## config.mk

```make
export PLATFORM = sky130hd
export DESIGN_NAME = lexeme_type_classifier_unit
export DESIGN_NICKNAME = d
export VERILOG_FILES = /design/src/hdl/ltc_pkg.sv /design/src/hdl/lexeme_type_classifier_unit.sv /design/src/hdl/ltc_front.sv /design/src/hdl/ltc_queue.sv /design/src/hdl/ltc_back.sv
export VERILOG_INCLUDE_DIRS = /design/src /design/src/hdl
export SDC_FILE = /design/constraint.sdc
export NUM_CORES = 1
export LEC_CHECK = 0
export BUFFER_PORTS_ARGS = -buffer_cell sky130_fd_sc_hd__buf_2
export CORE_ASPECT_RATIO = 0.75
export CORE_UTILIZATION = 60
export DETAILED_ROUTE_END_ITERATION = 16
export GPL_TIMING_DRIVEN = 0
export PLACE_DENSITY_LB_ADDON = 0.2
export SYNTH_ARGS = -nofsm -noshare
export SYNTH_HDL_FRONTEND = slang
export SYNTH_HIERARCHICAL = 1
export SYNTH_SLANG_ARGS = --single-unit
```

## constraint.sdc

```tcl
create_clock -name clk -period 3.8 [get_ports clk]
set_input_delay 0.19 -clock clk [delete_from_list [all_inputs] [get_ports clk]]
set_output_delay 0.19 -clock clk [all_outputs]
set_load 0.05 [all_outputs]
```

## src/hdl/assert_macros.svh

```systemverilog
// Assertion helper macros for the lexeme classifier RTL.
// Included by the top level only; no other dependencies.
`ifndef ASSERT_MACROS_SVH
`define ASSERT_MACROS_SVH
`ifndef SYNTHESIS
// Check a property on every rising edge outside reset.
`define ASSERT_HOLDS(lbl, clk, rst, prop) \
  lbl: assert property (@(posedge clk) disable iff (rst) (prop)) \
    else $error("assertion failed");
// Check that a condition leads to another in the next cycle.
`define ASSERT_NEXT(lbl, clk, rst, ante, cons) \
  lbl: assert property (@(posedge clk) disable iff (rst) (ante) |=> (cons)) \
    else $error("assertion failed");
`else
`define ASSERT_HOLDS(lbl, clk, rst, prop)
`define ASSERT_NEXT(lbl, clk, rst, ante, cons)
`endif
`endif

```

## src/hdl/ltc_pkg.sv

```systemverilog
// Shared types, codes and lookup functions of the lexeme classifier.
// No dependencies; imported by every module of the block.
`timescale 1ns / 1ps
package ltc_pkg;

  localparam logic [7:0] CH_TERM   = 8'h00;
  localparam logic [7:0] CH_DQUOTE = 8'h22;
  localparam logic [7:0] CH_SQUOTE = 8'h27;
  localparam logic [7:0] CH_DOT    = 8'h2E;
  localparam logic [7:0] CH_UNDER  = 8'h5F;

  localparam logic [2:0] KIND_UNKNOWN = 3'd0;
  localparam logic [2:0] KIND_BOOLEAN = 3'd1;
  localparam logic [2:0] KIND_NULL    = 3'd2;
  localparam logic [2:0] KIND_STRING  = 3'd3;
  localparam logic [2:0] KIND_NUMBER  = 3'd4;
  localparam logic [2:0] KIND_FLOAT   = 3'd5;
  localparam logic [2:0] KIND_IDENT   = 3'd6;
  localparam logic [2:0] KIND_SYMBOL  = 3'd7;

  localparam int KW_COUNT = 3;
  localparam logic [1:0] KW_TRUE  = 2'd0;
  localparam logic [1:0] KW_FALSE = 2'd1;
  localparam logic [1:0] KW_NULL  = 2'd2;
  localparam logic [2:0] KW_TRUE_LEN  = 3'd4;
  localparam logic [2:0] KW_FALSE_LEN = 3'd5;
  localparam logic [2:0] KW_NULL_LEN  = 3'd4;
  localparam logic [2:0] COUNT_MAX = 3'd7;

  typedef enum logic [2:0] {
    P_START,
    P_QUOTE,
    P_INT,
    P_DOT,
    P_IDENT,
    P_SETTLED
  } path_t;

  typedef struct packed {
    logic       hit;
    logic [5:0] idx;
  } sym_t;

  // One classified character as it travels from front to back.
  typedef struct packed {
    logic [7:0] ch;
    logic       term;
    logic       quote;
    logic       digit;
    logic       letter;
    logic       under;
    logic       dot;
    sym_t       sym;
  } item_t;

  // Position of a character in the fixed symbol table.
  function automatic sym_t sym_lookup(input logic [7:0] c);
    sym_t r;
    r.hit = 1'b1;
    unique case (c)
      8'h2B: r.idx = 6'd0;   // +
      8'h2D: r.idx = 6'd1;   // -
      8'h2A: r.idx = 6'd2;   // *
      8'h2F: r.idx = 6'd3;   // /
      8'h25: r.idx = 6'd4;   // %
      8'h26: r.idx = 6'd5;   // &
      8'h7C: r.idx = 6'd6;   // |
      8'h5E: r.idx = 6'd7;   // ^
      8'h7E: r.idx = 6'd8;   // ~
      8'h3F: r.idx = 6'd9;   // ?
      8'h3A: r.idx = 6'd10;  // :
      8'h2E: r.idx = 6'd11;  // .
      8'h2C: r.idx = 6'd12;  // ,
      8'h3B: r.idx = 6'd13;  // ;
      8'h40: r.idx = 6'd14;  // @
      8'h24: r.idx = 6'd15;  // $
      8'h21: r.idx = 6'd16;  // !
      8'h3C: r.idx = 6'd17;  // <
      8'h3E: r.idx = 6'd18;  // >
      8'h3D: r.idx = 6'd19;  // =
      8'h23: r.idx = 6'd20;  // #
      8'h5C: r.idx = 6'd21;  // backslash
      8'h60: r.idx = 6'd22;  // backtick
      8'h22: r.idx = 6'd23;  // double quote
      8'h27: r.idx = 6'd24;  // single quote
      8'h5B: r.idx = 6'd25;  // [
      8'h5D: r.idx = 6'd26;  // ]
      8'h7B: r.idx = 6'd27;  // {
      8'h7D: r.idx = 6'd28;  // }
      8'h28: r.idx = 6'd29;  // (
      8'h29: r.idx = 6'd30;  // )
      8'h0A: r.idx = 6'd31;  // newline
      8'h09: r.idx = 6'd32;  // tab
      8'h0D: r.idx = 6'd33;  // carriage return
      8'h08: r.idx = 6'd34;  // backspace
      8'h0C: r.idx = 6'd35;  // form feed
      default: begin
        r.hit = 1'b0;
        r.idx = 6'd0;
      end
    endcase
    return r;
  endfunction

  // Expected character of a keyword at a position; zero past its end.
  function automatic logic [7:0] kw_char(input logic [1:0] k, input logic [2:0] pos);
    logic [7:0] r;
    r = 8'h00;
    unique case (k)
      KW_TRUE: begin
        unique case (pos)
          3'd0: r = 8'h74;
          3'd1: r = 8'h72;
          3'd2: r = 8'h75;
          3'd3: r = 8'h65;
          default: r = 8'h00;
        endcase
      end
      KW_FALSE: begin
        unique case (pos)
          3'd0: r = 8'h66;
          3'd1: r = 8'h61;
          3'd2: r = 8'h6C;
          3'd3: r = 8'h73;
          3'd4: r = 8'h65;
          default: r = 8'h00;
        endcase
      end
      KW_NULL: begin
        unique case (pos)
          3'd0: r = 8'h6E;
          3'd1: r = 8'h75;
          3'd2: r = 8'h6C;
          3'd3: r = 8'h6C;
          default: r = 8'h00;
        endcase
      end
      default: r = 8'h00;
    endcase
    return r;
  endfunction

  function automatic logic [2:0] kw_len(input logic [1:0] k);
    logic [2:0] r;
    unique case (k)
      KW_TRUE:  r = KW_TRUE_LEN;
      KW_FALSE: r = KW_FALSE_LEN;
      KW_NULL:  r = KW_NULL_LEN;
      default:  r = 3'd0;
    endcase
    return r;
  endfunction

endpackage

```

## src/hdl/lexeme_type_classifier_unit.sv

```systemverilog
// Top level of the lexeme type classifier: front decoder, queue, back end.
// Depends on ltc_pkg, ltc_front, ltc_queue, ltc_back and assert_macros.svh.
//
// Usage:
//   The slave stream carries one character per item in s_axis_tdata[7:0].
//   A zero character ends the lexeme; only that item produces a result on
//   the master stream: kind in m_axis_tdata[2:0] and the symbol table
//   position in m_axis_tdata[8:3] (zero unless kind is symbol).
//   Throughput: one character per cycle, sustained while the receiver takes
//   each result. The front decodes each character into a class record the
//   cycle it is accepted; the back state machine retires one record per
//   cycle from the queue, but a terminator waits at the queue head while a
//   result is pending. A terminator is registered in the queue, then retired
//   into the output register, which raises m_axis_tvalid with its result.
//   Reset: queue empty, lexeme state at start of lexeme, no result pending.
//   Receiver stall: the result holds in the output register. The back keeps
//   retiring plain characters; the next terminator waits at the queue head,
//   and s_axis_tready drops once QUEUE_DEPTH characters are waiting.
`timescale 1ns / 1ps
`include "assert_macros.svh"
module lexeme_type_classifier_unit #(
  parameter int QUEUE_DEPTH = 4
) (
  input  logic        clk,
  input  logic        rst,
  input  logic        s_axis_tvalid,
  output logic        s_axis_tready,
  input  logic [7:0]  s_axis_tdata,   // [7:0] ch
  output logic        m_axis_tvalid,
  input  logic        m_axis_tready,
  output logic [15:0] m_axis_tdata    // [2:0] kind, [8:3] symbol_index, rest zero
);
  import ltc_pkg::*;

  logic       push;
  item_t      push_item;
  logic       q_full;
  logic       pop;
  logic       head_valid;
  item_t      head;
  logic [2:0] kind;
  logic [5:0] symbol_index;

  // Decode characters as they arrive.
  ltc_front u_front (
    .s_valid (s_axis_tvalid),
    .s_ready (s_axis_tready),
    .s_ch    (s_axis_tdata),
    .q_full  (q_full),
    .push    (push),
    .item    (push_item)
  );

  // Decouple decode from the lexeme state machine.
  ltc_queue #(
    .DEPTH (QUEUE_DEPTH)
  ) u_queue (
    .clk        (clk),
    .rst        (rst),
    .push       (push),
    .push_item  (push_item),
    .full       (q_full),
    .pop        (pop),
    .head_valid (head_valid),
    .head       (head)
  );

  // Advance the lexeme state and register results.
  ltc_back u_back (
    .clk            (clk),
    .rst            (rst),
    .head_valid     (head_valid),
    .head           (head),
    .pop            (pop),
    .m_valid        (m_axis_tvalid),
    .m_ready        (m_axis_tready),
    .m_kind         (kind),
    .m_symbol_index (symbol_index)
  );

  assign m_axis_tdata = {7'd0, symbol_index, kind};

  // A retired terminator always leaves a result in the output register.
  `ASSERT_NEXT(a_term_gives_result, clk, rst, pop && head.term, m_axis_tvalid)
  // Plain characters never wait at the queue head.
  `ASSERT_HOLDS(a_plain_retires, clk, rst, !(head_valid && !head.term) || pop)
  // Only a symbol result carries a table position.
  `ASSERT_HOLDS(a_sym_only_symbol, clk, rst,
    !(m_axis_tvalid && (kind != KIND_SYMBOL)) || (symbol_index == 6'd0))

endmodule

```

## src/hdl/ltc_front.sv

```systemverilog
// Front end: accepts input characters and decodes their character class.
// Depends on ltc_pkg.
`timescale 1ns / 1ps
module ltc_front (
  input  logic          s_valid,
  output logic          s_ready,
  input  logic [7:0]    s_ch,
  input  logic          q_full,
  output logic          push,
  output ltc_pkg::item_t item
);
  import ltc_pkg::*;

  assign s_ready = !q_full;
  assign push    = s_valid && !q_full;

  always_comb begin
    item.ch     = s_ch;
    item.term   = (s_ch == CH_TERM);
    item.quote  = (s_ch == CH_DQUOTE) || (s_ch == CH_SQUOTE);
    item.digit  = (s_ch >= 8'h30) && (s_ch <= 8'h39);
    item.letter = ((s_ch >= 8'h41) && (s_ch <= 8'h5A)) ||
                  ((s_ch >= 8'h61) && (s_ch <= 8'h7A));
    item.under  = (s_ch == CH_UNDER);
    item.dot    = (s_ch == CH_DOT);
    item.sym    = sym_lookup(s_ch);
  end

endmodule

```

## src/hdl/ltc_queue.sv

```systemverilog
// Small first-in first-out queue of classified characters.
// Depends on ltc_pkg for the item type.
`timescale 1ns / 1ps
module ltc_queue #(
  parameter int DEPTH = 4
) (
  input  logic           clk,
  input  logic           rst,
  input  logic           push,
  input  ltc_pkg::item_t push_item,
  output logic           full,
  input  logic           pop,
  output logic           head_valid,
  output ltc_pkg::item_t head
);
  import ltc_pkg::*;

  localparam int PTR_W = (DEPTH > 1) ? $clog2(DEPTH) : 1;
  localparam int CNT_W = $clog2(DEPTH + 1);
  localparam logic [CNT_W-1:0] CNT_FULL = CNT_W'(DEPTH);
  localparam logic [PTR_W-1:0] PTR_LAST = PTR_W'(DEPTH - 1);

  item_t            slots [DEPTH];
  logic [PTR_W-1:0] wr_ptr;
  logic [PTR_W-1:0] rd_ptr;
  logic [CNT_W-1:0] count;
  logic             do_push;
  logic             do_pop;

  assign full       = (count == CNT_FULL);
  assign head_valid = (count != '0);
  assign head       = slots[rd_ptr];
  assign do_push    = push && !full;
  assign do_pop     = pop && head_valid;

  always_ff @(posedge clk) begin
    if (do_push) begin
      slots[wr_ptr] <= push_item;
    end
  end

  always_ff @(posedge clk) begin
    if (rst) begin
      wr_ptr <= '0;
      rd_ptr <= '0;
      count  <= '0;
    end else begin
      if (do_push) begin
        wr_ptr <= (wr_ptr == PTR_LAST) ? '0 : wr_ptr + 1'b1;
      end
      if (do_pop) begin
        rd_ptr <= (rd_ptr == PTR_LAST) ? '0 : rd_ptr + 1'b1;
      end
      if (do_push && !do_pop) begin
        count <= count + 1'b1;
      end else if (do_pop && !do_push) begin
        count <= count - 1'b1;
      end
    end
  end

endmodule

```

## src/hdl/ltc_back.sv

```systemverilog
// Back end: lexeme state machine and registered result stage.
// Depends on ltc_pkg.
`timescale 1ns / 1ps
module ltc_back (
  input  logic           clk,
  input  logic           rst,
  input  logic           head_valid,
  input  ltc_pkg::item_t head,
  output logic           pop,
  output logic           m_valid,
  input  logic           m_ready,
  output logic [2:0]     m_kind,
  output logic [5:0]     m_symbol_index
);
  import ltc_pkg::*;

  path_t      path, path_next;
  logic [2:0] char_count, char_count_next;
  logic [2:0] kw_alive, kw_alive_next;
  logic       ident_clean, ident_clean_next;
  logic [7:0] open_quote, open_quote_next;
  logic [2:0] settled_kind, settled_kind_next;
  logic [5:0] settled_sym, settled_sym_next;

  logic [2:0] res_kind;
  logic [5:0] res_sym;
  logic       out_free;

  // Output and pop decision.
  always_comb begin
    out_free = !m_valid || m_ready;
    pop      = head_valid && (!head.term || out_free);
    res_kind = KIND_UNKNOWN;
    res_sym  = 6'd0;
    priority if (kw_alive[KW_TRUE] && (char_count == KW_TRUE_LEN)) begin
      res_kind = KIND_BOOLEAN;
    end else if (kw_alive[KW_FALSE] && (char_count == KW_FALSE_LEN)) begin
      res_kind = KIND_BOOLEAN;
    end else if (kw_alive[KW_NULL] && (char_count == KW_NULL_LEN)) begin
      res_kind = KIND_NULL;
    end else begin
      unique case (path)
        P_INT:     res_kind = KIND_NUMBER;
        P_IDENT:   res_kind = ident_clean ? KIND_IDENT : KIND_UNKNOWN;
        P_SETTLED: begin
          res_kind = settled_kind;
          res_sym  = settled_sym;
        end
        default:   res_kind = KIND_UNKNOWN;
      endcase
    end
  end

  // Next state.
  always_comb begin
    path_next         = path;
    char_count_next   = char_count;
    kw_alive_next     = kw_alive;
    ident_clean_next  = ident_clean;
    open_quote_next   = open_quote;
    settled_kind_next = settled_kind;
    settled_sym_next  = settled_sym;
    if (pop) begin
      if (head.term) begin
        path_next         = P_START;
        char_count_next   = 3'd0;
        kw_alive_next     = 3'b111;
        ident_clean_next  = 1'b1;
        open_quote_next   = 8'h00;
        settled_kind_next = KIND_UNKNOWN;
        settled_sym_next  = 6'd0;
      end else begin
        for (int k = 0; k < KW_COUNT; k++) begin
          if ((char_count >= kw_len(2'(k))) || (kw_char(2'(k), char_count) != head.ch)) begin
            kw_alive_next[k] = 1'b0;
          end
        end
        if (char_count != COUNT_MAX) begin
          char_count_next = char_count + 3'd1;
        end
        unique case (path)
          P_START: begin
            priority if (head.quote) begin
              path_next       = P_QUOTE;
              open_quote_next = head.ch;
            end else if (head.digit) begin
              path_next = P_INT;
            end else if (head.letter) begin
              path_next = P_IDENT;
            end else begin
              path_next         = P_SETTLED;
              settled_kind_next = head.sym.hit ? KIND_SYMBOL : KIND_UNKNOWN;
              settled_sym_next  = head.sym.hit ? head.sym.idx : 6'd0;
            end
          end
          P_QUOTE: begin
            if (head.ch == open_quote) begin
              path_next         = P_SETTLED;
              settled_kind_next = KIND_STRING;
              settled_sym_next  = 6'd0;
            end
          end
          P_INT: begin
            priority if (head.dot) begin
              path_next = P_DOT;
            end else if (!head.digit) begin
              path_next         = P_SETTLED;
              settled_kind_next = KIND_NUMBER;
              settled_sym_next  = 6'd0;
            end else begin
              path_next = P_INT;
            end
          end
          P_DOT: begin
            path_next         = P_SETTLED;
            settled_kind_next = head.digit ? KIND_FLOAT : KIND_UNKNOWN;
            settled_sym_next  = 6'd0;
          end
          P_IDENT: begin
            if (!(head.letter || head.digit || head.under)) begin
              ident_clean_next = 1'b0;
            end
          end
          default: path_next = path;
        endcase
      end
    end
  end

  always_ff @(posedge clk) begin
    if (rst) begin
      path         <= P_START;
      char_count   <= 3'd0;
      kw_alive     <= 3'b111;
      ident_clean  <= 1'b1;
      open_quote   <= 8'h00;
      settled_kind <= KIND_UNKNOWN;
      settled_sym  <= 6'd0;
      m_valid      <= 1'b0;
    end else begin
      path         <= path_next;
      char_count   <= char_count_next;
      kw_alive     <= kw_alive_next;
      ident_clean  <= ident_clean_next;
      open_quote   <= open_quote_next;
      settled_kind <= settled_kind_next;
      settled_sym  <= settled_sym_next;
      if (pop && head.term) begin
        m_valid <= 1'b1;
      end else if (m_ready) begin
        m_valid <= 1'b0;
      end
    end
  end

  // Result payload: load on a terminator, hold otherwise.
  always_ff @(posedge clk) begin
    if (pop && head.term) begin
      m_kind         <= res_kind;
      m_symbol_index <= res_sym;
    end
  end

endmodule
```

; Yosys cells after proc, flatten, opt, wreduce, memory -nomap -nowiden
; Memory sizes are Yosys's and may differ from the RTL's. A register that Yosys moved wholly into a read port is not among the register bits.
; Index checks and enable logic that the tools add are counted.
[classes]
add_sub_neg = 5
muxes = 67
eq_ne = 62
magnitude_cmp = 8
reduce_logical = 54
bitwise_logic = 1
[ops]
columns = cell, n
row1 = $pmux 6 s35, 1
row2 = $eq 8x6->1 const B, 21
row3 = $eq 8x7->1 const B, 11
row4 = $mux 3, 25
row5 = $mux 8, 9
row6 = $mux 6, 8
row7 = $eq 8x4->1 const B, 5
row8 = $reduce_or 36->1, 1
row9 = $pmux 7 s5, 1
row10 = $pmux 7 s4, 1
row11 = $ne 8x8->1, 3
row12 = $pmux 3 s4, 2
row13 = $pmux 6 s4, 1
row14 = $pmux 7 s3, 1
row15 = $reduce_bool 2->1, 9
row16 = $ge 8x7->1 const B, 2
row17 = $le 8x7->1 const B, 2
row18 = $eq 3x3->1 const B, 5
row19 = $ne 3x2->1 const B, 5
row20 = $logic_and 1x1->1, 13
row21 = $eq 3x2->1 const B, 4
row22 = $mux 1, 12
row23 = $mux 2, 5
row24 = $logic_or 1x1->1, 9
row25 = 25 further kinds, 41
[totals]
elab_cells = 214
output_inout_bits = 18
inputBits = 12
register_bits = 44
memories = 1
mem_bits_rw = 84
[mem_list]
columns = name, depth, word_bits, read_ports, rd_ports_with_merged_regs, wr, line_no
row1 = u_queue.slots, 4, 21, 1, 1, 1, ltc_queue.sv:23  ; item_t slots [DEPTH];

; Depth between registers and ports, before layout
; Gate-level depths: netlist of run 1.
[depth]
word_depth = 9
mapped_depth = 12
ltp_nobuf = 11

; Hierarchy
; The synthesis of run 1 kept the hierarchy.
[by_module_without_submodules]
columns = mod, area_each_um2, cells_each, instances, seq_area_each_um2
row1 = ltc_queue, 3538.4, 159, 1, 2702.6
row2 = ltc_back, 2138.3, 253, 1, 830.8
row3 = ltc_front, 894.6, 140, 1, 0.0
row4 = lexeme_type_classifier_unit, 56.3, 8, 1, 0.0

; Worst setup path after synthesis of run 1
; OpenSTA, ideal clock, no wires.
[synth_timing]
kind = flip-flop to flip-flop
from = reg with a tool-made name
to = reg u_queue.count[2]
path_stages_with_launch = 13
n_path_buf = 1
period_less_slack_ps = 2879
required_ps = 3730
setup_slack_ps = 921
setup_ps = 70
t_arrival_ps = 2808
path_cell_list = dfxtp_1 > clkbuf_1 > mux4_2 > inv_2 > o21ai_1 > inv_1 > o31ai_2 > ha_1 > inv_1 > fa_1 > xor2_1 > or3_1 > a21oi_1
[synth_lines]
columns = item, line_no
row1 = to (signal assigned), ltc_queue.sv:55  ; count <= count + 1'b1;
row2 = to (signal assigned), ltc_queue.sv:57  ; count <= count - 1'b1;
row3 = to (decl), ltc_queue.sv:26  ; logic [CNT_W-1:0] count;

==> results of run 1 <==
cell type report:
type | instances | area, um^2
multi-input combinational | 361 | 2710
buffer | 50 | 290
tap | 136 | 170
inverter | 25 | 120
clock buffer | 18 | 439
clock inverter | 14 | 138
timing repair buffer | 21 | 115
sequential | 130 | 3530
fill | 749 | 3020
metrics by stage:
step / hold WS [ps] / utilization [%] / std cells / area [um^2] / setup WS (ps)
6_report: 108 / 71.4 / 755 / 7510 / 436
2_1_floorplan: 386 / - / 566 / 6650 / 921
4_1_cts: 94.2 / 71.3 / 755 / 7510 / 134
3_3_place_gp: 392 / 65.7 / 721 / 6920 / 303
5_1_grt: 105 / 71.4 / 755 / 7510 / 196
3_5_place_dp: 394 / 65.7 / 721 / 6920 / 191
cell usage after synthesis, types with 3 or more instances:
cell type	number	area [um^2]
edfxtp_1	93	2790
nor2_1	39	146
dfxtp_1	37	741
nand2_1	32	120
inv_1	22	82.6
a21oi_1	21	105
mux4_2	21	473
o21ai_0	21	105
buf_4	18	135
o21ai_1	18	90.1
buf_2	15	75.1
clkbuf_1	15	56.3
nor2b_1	14	87.6
xnor2_1	14	123
ha_1	12	150
a22oi_1	11	82.6
nor3_1	11	55.1
nand2b_1	10	62.6
nand3_1	10	50.1
nand4_1	8	50.1
o22ai_1	7	43.8
or3_1	7	43.8
xor2_1	7	61.3
and3_1	6	37.5
a21o_1	4	30.0
and2_1	4	25.0
nor3b_1	4	30.0
nor4b_1	4	35.0
a211oi_1	3	22.5
a31oi_1	3	18.8
mux2i_1	3	30.0
nand3b_1	3	22.5
nor4_1	3	18.8
o211ai_1	3	22.5
or3b_1	3	26.3
worst min path at each step:
| stage | start | end | depth (start not counted) |
|---|---|---|---|
| 2_1_floorplan | s_axis_tdata[0] | u_queue/slots[0][13]$_DFFE_PP_ | 1 |
| 3_3_place_gp | s_axis_tdata[6] | u_queue/slots[1][19]$_DFFE_PP_ | 1 |
| 3_5_place_dp | s_axis_tdata[6] | u_queue/slots[0][19]$_DFFE_PP_ | 1 |
| 4_1_cts | s_axis_tdata[5] | u_queue/slots[1][18]$_DFFE_PP_ | 2 |
| 5_1_grt | s_axis_tdata[5] | u_queue/slots[1][18]$_DFFE_PP_ | 2 |
| 6_report | s_axis_tdata[5] | u_queue/slots[1][18]$_DFFE_PP_ | 2 |
layer usage:
layer	GRT usage, %	up-vias	part of all wire, %
met4	8.03	0	1.1
met2	41.8	193	46
met1	39.5	2245	45
met5	0	-	0
met3	6.28	15	7.1
li1	-	2169	-
state kept, by name, indices dropped and copies added, names as in the netlist, 6 cells and up, named ones only:
name                   flops
u_back/m_symbol_index      6
u_queue/slots             84
u_back/open_quote          8
u_back/settled_sym         6
cell families (layout without fill, tap and decap cells):
kind of cell    after synthesis  in the layout  share of synthesized area (%)
buf+inv                      75            128                           6.17
compound gates              119            119                           12.1
fa+ha+maj                    13             13                           2.57
other cells                   1              7                         0.0566
simple gates                176            176                           15.3
flops                       130            130                           53.3
mux                          25             25                           7.76
xor+xnor                     21             21                           2.78
power by group:
group          switching, W  internal (W)  total [W]
logic               0.00117      0.000731    0.00190
registers          0.000123       0.00179    0.00191
clock network      0.000600      0.000977    0.00158
what timing repair did:
| item | 4_1_cts | 5_1_grt |
|---|---|---|
| setup endpoints to repair | 0 | 1 |
| hold buffers | 2 | 0 |
| gates resized for setup | 0 | 2 |
| endpoints found under the hold margin | 8 | 0 |
==> flow_summary.ini, run 1 <==
[grt]
first_global_vias = 4466
grt_util_all_layers_pct = 27.5
grt_pass1_wl_um = 23300
grt_max_degree = 22
antenna_found_initial = 0
grt.overflow.total = 0

[critical_path]
crit_top_cell = inv_1
path_depth = 12
max_stage_delay_ps = 400
crit_type = flip-flop to flip-flop
r2r-end = u_queue/count[2]$_SDFFE_PP0P_
crit_end = u_queue/count[2]$_SDFFE_PP0P_
crit_fanout = 10
path_buf_inv = 4
path_cells = clkbuf_2, mux4_2, inv_2, o21ai_1, inv_1, o31ai_2, ha_1, inv_1, fa_1, xor2_1, or3_1, a21oi_1
ff2ff_path_depth = 12
worst_ep_required_time_ps = 4140
crit_path_end_kind = flip-flop
crit_slowest_cell = o21ai_1
worst-endpoint-arrival_ps = 3700
cpLargestDelayFamily = compound AO/OA/AOI/OAI gates
start_kind = flip-flop
r2r_setup_slack_ps = 440

[detailed_routing]
dr_total_vias = 4622
drc_errors = 0
ant_nets = 0
detail_route.vias_per_cell = 6.12
drtPass1Iterations = 5
wl_per_cell_um = 19.2
wirelength_um = 14500
drt_iter0_drc = 359

[sta]
finalCritPeriodShare_pct = 88.5
relSlewSlack_pct = 20.3
final.setup.tns_ps = 0
setup_viol = 0
min_period_ps = 3360
maxSlewViolCount = 0
worst_pin_slew_ps = 1200
finalHoldViolations = 0
clock.fmax_mhz = 297
rsz0062_at_grt = no
skew_ps = 7.49

[yosys]
async_flop_share_pct = 0
synth-seq-cells = 130
avgSynthCellArea_um2 = 11.8
synth_edf_count = 93
synth_cell_types = 78
netlist_area_um2 = 6630
yosysSeqAreaShare_pct = 53.3
synth_warnings = 6
synthFlopType = edfxtp_1
syn_inst = 560

[floorplan]
die_w_um = 123
core.rowCount = 32
pin_count = 30
die-area_um2 = 11500
core_area_um2 = 10500
initial_core_util_pct = 62.9
die-height_um = 93.0

[run_status]
outcome = completed

[cells_and_area]
final_common_cell = edfxtp_1
drive_above_1_share_pct = 20.5
nets = 631
layout_common_cells = edfxtp_1 (93), nor2_1 (39), dfxtp_1 (37), buf_2 (34), nand2_1 (32)
antenna_cells = 0
syn_to_final_growth_pct = 13.4

[pwr]
power_density_nw_per_um2 = 717
finalPower_w = 0.00539
peakVddDrop_v = 0.000435
p_leak_nw = 2.70

[placed_design]
dp_hpwl_um = 10000
gp_congestion = 0.950
portBuffers = 19

[clock_tree]
tritoncts = built
cts.path.max_buffers = 2
cts_buffers = 17
ctsRootBufferMaster = clkbuf_16
post_cts_buffers = 0
cts.sinks = 130
clk_pin_slew_ps = 60
clk_latency_ps = 410
htree_levels = 4

[job]
max_cap_violations = 0

[worst_hold_path]
min_path_type = input pin to flip-flop
Note: power is estimated with default switching activity, not from simulation.
==> run 2: changes to the inputs <==
--- a/config.mk
+++ b/config.mk
@@ -8,7 +8,7 @@
 export LEC_CHECK = 0
 export BUFFER_PORTS_ARGS = -buffer_cell sky130_fd_sc_hd__buf_2
 export CORE_ASPECT_RATIO = 0.75
-export CORE_UTILIZATION = 60
+export CORE_UTILIZATION = 56
 export DETAILED_ROUTE_END_ITERATION = 16
 export GPL_TIMING_DRIVEN = 0
 export PLACE_DENSITY_LB_ADDON = 0.2
==> constraint.sdc (replaced) <==
create_clock -name clk -period 2.9 [get_ports clk]
set_input_delay 0.145 -clock clk [delete_from_list [all_inputs] [get_ports clk]]
set_output_delay 0.145 -clock clk [all_outputs]
set_load 0.05 [all_outputs]
==> flow_summary.ini, run 2 (synthesized netlist as in run 1, its figures left out) <==
[cells_and_area]
final_common_cell = edfxtp_1
antenna_cells = 0
fin_cells = 784
drive_above_1_share_pct = 21.7
largest_reg_flops = 84
top_regs = u_queue/slots (84), u_back/open_quote (8)
layout_common_cells = edfxtp_1 (93), nor2_1 (39), dfxtp_1 (36), buf_2 (34), nand2_1 (32)
max_flop_register = u_queue/slots
syn_to_final_growth_pct = 15.7
nets = 634

[critical_path]
crit_slowest_cell = mux4_2
crit_path_end_kind = flip-flop
start_kind = flip-flop
path_cells = buf_8, mux4_2, inv_2, o21ai_4, inv_4, o31ai_2, ha_2, inv_1, fa_1, xor2_1, or3_1, a21oi_1
ff2ff_path_depth = 12
path_depth = 12
path_buf_inv = 4
r2r-end = u_queue/count[2]$_SDFFE_PP0P_
crit_type = flip-flop to flip-flop
cpLargestDelayFamily = adder cells
worst-endpoint-arrival_ps = 3060
r2r_setup_slack_ps = 180
worst_ep_required_time_ps = 3240
max_stage_delay_ps = 390
crit_end = u_queue/count[2]$_SDFFE_PP0P_
crit_fanout = 10

[clock_tree]
htree_levels = 4
clk_pin_slew_ps = 60
cts.sinks = 130
cts_buffers = 17
ctsRootBufferMaster = clkbuf_16
tritoncts = built
clk_latency_ps = 410
cts.path.max_buffers = 2

[grt]
antenna_found_initial = 0
grt_max_degree = 22
first_global_vias = 4321
grt_util_all_layers_pct = 25.8
grt_pass1_wl_um = 23200
grt.overflow.total = 0

[floorplan]
initial_core_util_pct = 57.3
die-area_um2 = 12300
die_w_um = 128
die-height_um = 96.2
pin_count = 30
core_area_um2 = 11600
core.rowCount = 34

[run_status]
outcome = completed

[sta]
final.setup.tns_ps = 0
skew_ps = 9.05
min_period_ps = 2720
clock.fmax_mhz = 368
finalHoldViolations = 0
finalCritPeriodShare_pct = 93.7
relSlewSlack_pct = 21.0
worst_pin_slew_ps = 1190
setup_viol = 0
maxSlewViolCount = 0

[worst_hold_path]
worstHoldStart = s_axis_tdata[3]
min_path_type = input pin to flip-flop

[pwr]
p_comb_share_pct = 34.6
p_seq_share_pct = 33.9
p_sw_share_pct = 33.6
internal-power_w = 0.00490
peakVddDrop_v = 0.000537
p_sw_w = 0.00248
power.share.clock_pct = 31.5
p_leak_nw = 2.76
power_density_nw_per_um2 = 961

[placed_design]
portBuffers = 19
dp_hpwl_um = 9960
place_inst = 747
gp_congestion = 0.910

[detailed_routing]
drc_errors = 0
ant_nets = 0
dr_total_vias = 4593
wl_per_cell_um = 18.4
detail_route.vias_per_cell = 5.86
drt_iter0_drc = 447
drtPass1Iterations = 5
wirelength_um = 14500

[job]
max_cap_violations = 0
## run 2: how the worst min path moves through the flow
| stage | endpoint | slack, ps | depth (start not counted) |
|---|---|---|---|
| after global placement | u_queue/slots[2][19]$_DFFE_PP_ | 350 | 1 |
| after CTS | u_queue/slots[1][16]$_DFFE_PP_ | 60 | 2 |
| final | u_queue/slots[2][16]$_DFFE_PP_ | 70 | 2 |
| after detailed placement | u_queue/slots[2][19]$_DFFE_PP_ | 360 | 1 |
| after global routing | u_queue/slots[3][16]$_DFFE_PP_ | 70 | 2 |
| after floorplan | u_queue/slots[0][13]$_DFFE_PP_ | 340 | 1 |
## run 2: layout make-up
type	instances	area, um^2
buffer	50	300
clock buffer	18	439
clock inverter	14	210
fill	889	3900
inverter	25	123
multi-input combinational	361	2720
sequential	130	3530
tap	162	203
timing repair buffer	24	138
## run 2: timing repair
action	4_1_cts	5_1_grt
hold buffers	2	0
resized for setup	6	6
pin swaps	0	2
setup buffers	1	2
hold endpoints to repair	8	0
setup endpoints to repair	3	2
## run 2: per-stage QoR
stage	utilization, %	cell area, um^2	power (W)	worst slack [ps]	hold slack [ps]
after floorplan	-	6650	0.00442	21.1	341
after global placement	60.0	6950	0.00490	-603	347
after detailed placement	60.0	6950	0.00497	-704	357
after CTS	66.1	7640	0.00736	50.6	61.8
after global routing	66.3	7670	0.00777	-0.132	73.0
final	66.3	7670	0.00738	183	67.2
## run 2: power groups by stage
stage | registers, W | logic (W) | clock network (W)
6_report | 0.00250 | 0.00255 | 0.00232
5_1_grt | 0.00253 | 0.00280 | 0.00244
4_1_cts | 0.00249 | 0.00251 | 0.00236
3_5_place_dp | 0.00253 | 0.00244 | 0
3_3_place_gp | 0.00251 | 0.00239 | 0
2_1_floorplan | 0.00262 | 0.00180 | 0
## run 2: routing by layer
layer  track usage, %  routed length (um)  up-vias
li1                 -                   -     2183
met1             37.0                6910     2237
met2             39.3                6570      155
met3             4.50                 795       18
met4             10.1                 184        0
met5                0                   0        -
## run 2: worst reg2reg max path: stages, from the launching register on
cell     delay (ps)
dfxtp_2         340
buf_8           160
mux4_2          390
inv_2            70
o21ai_4         210
inv_4            90
o31ai_2         110
ha_2            250
inv_1            50
fa_1            370
xor2_1          150
or3_1           310
a21oi_1         140
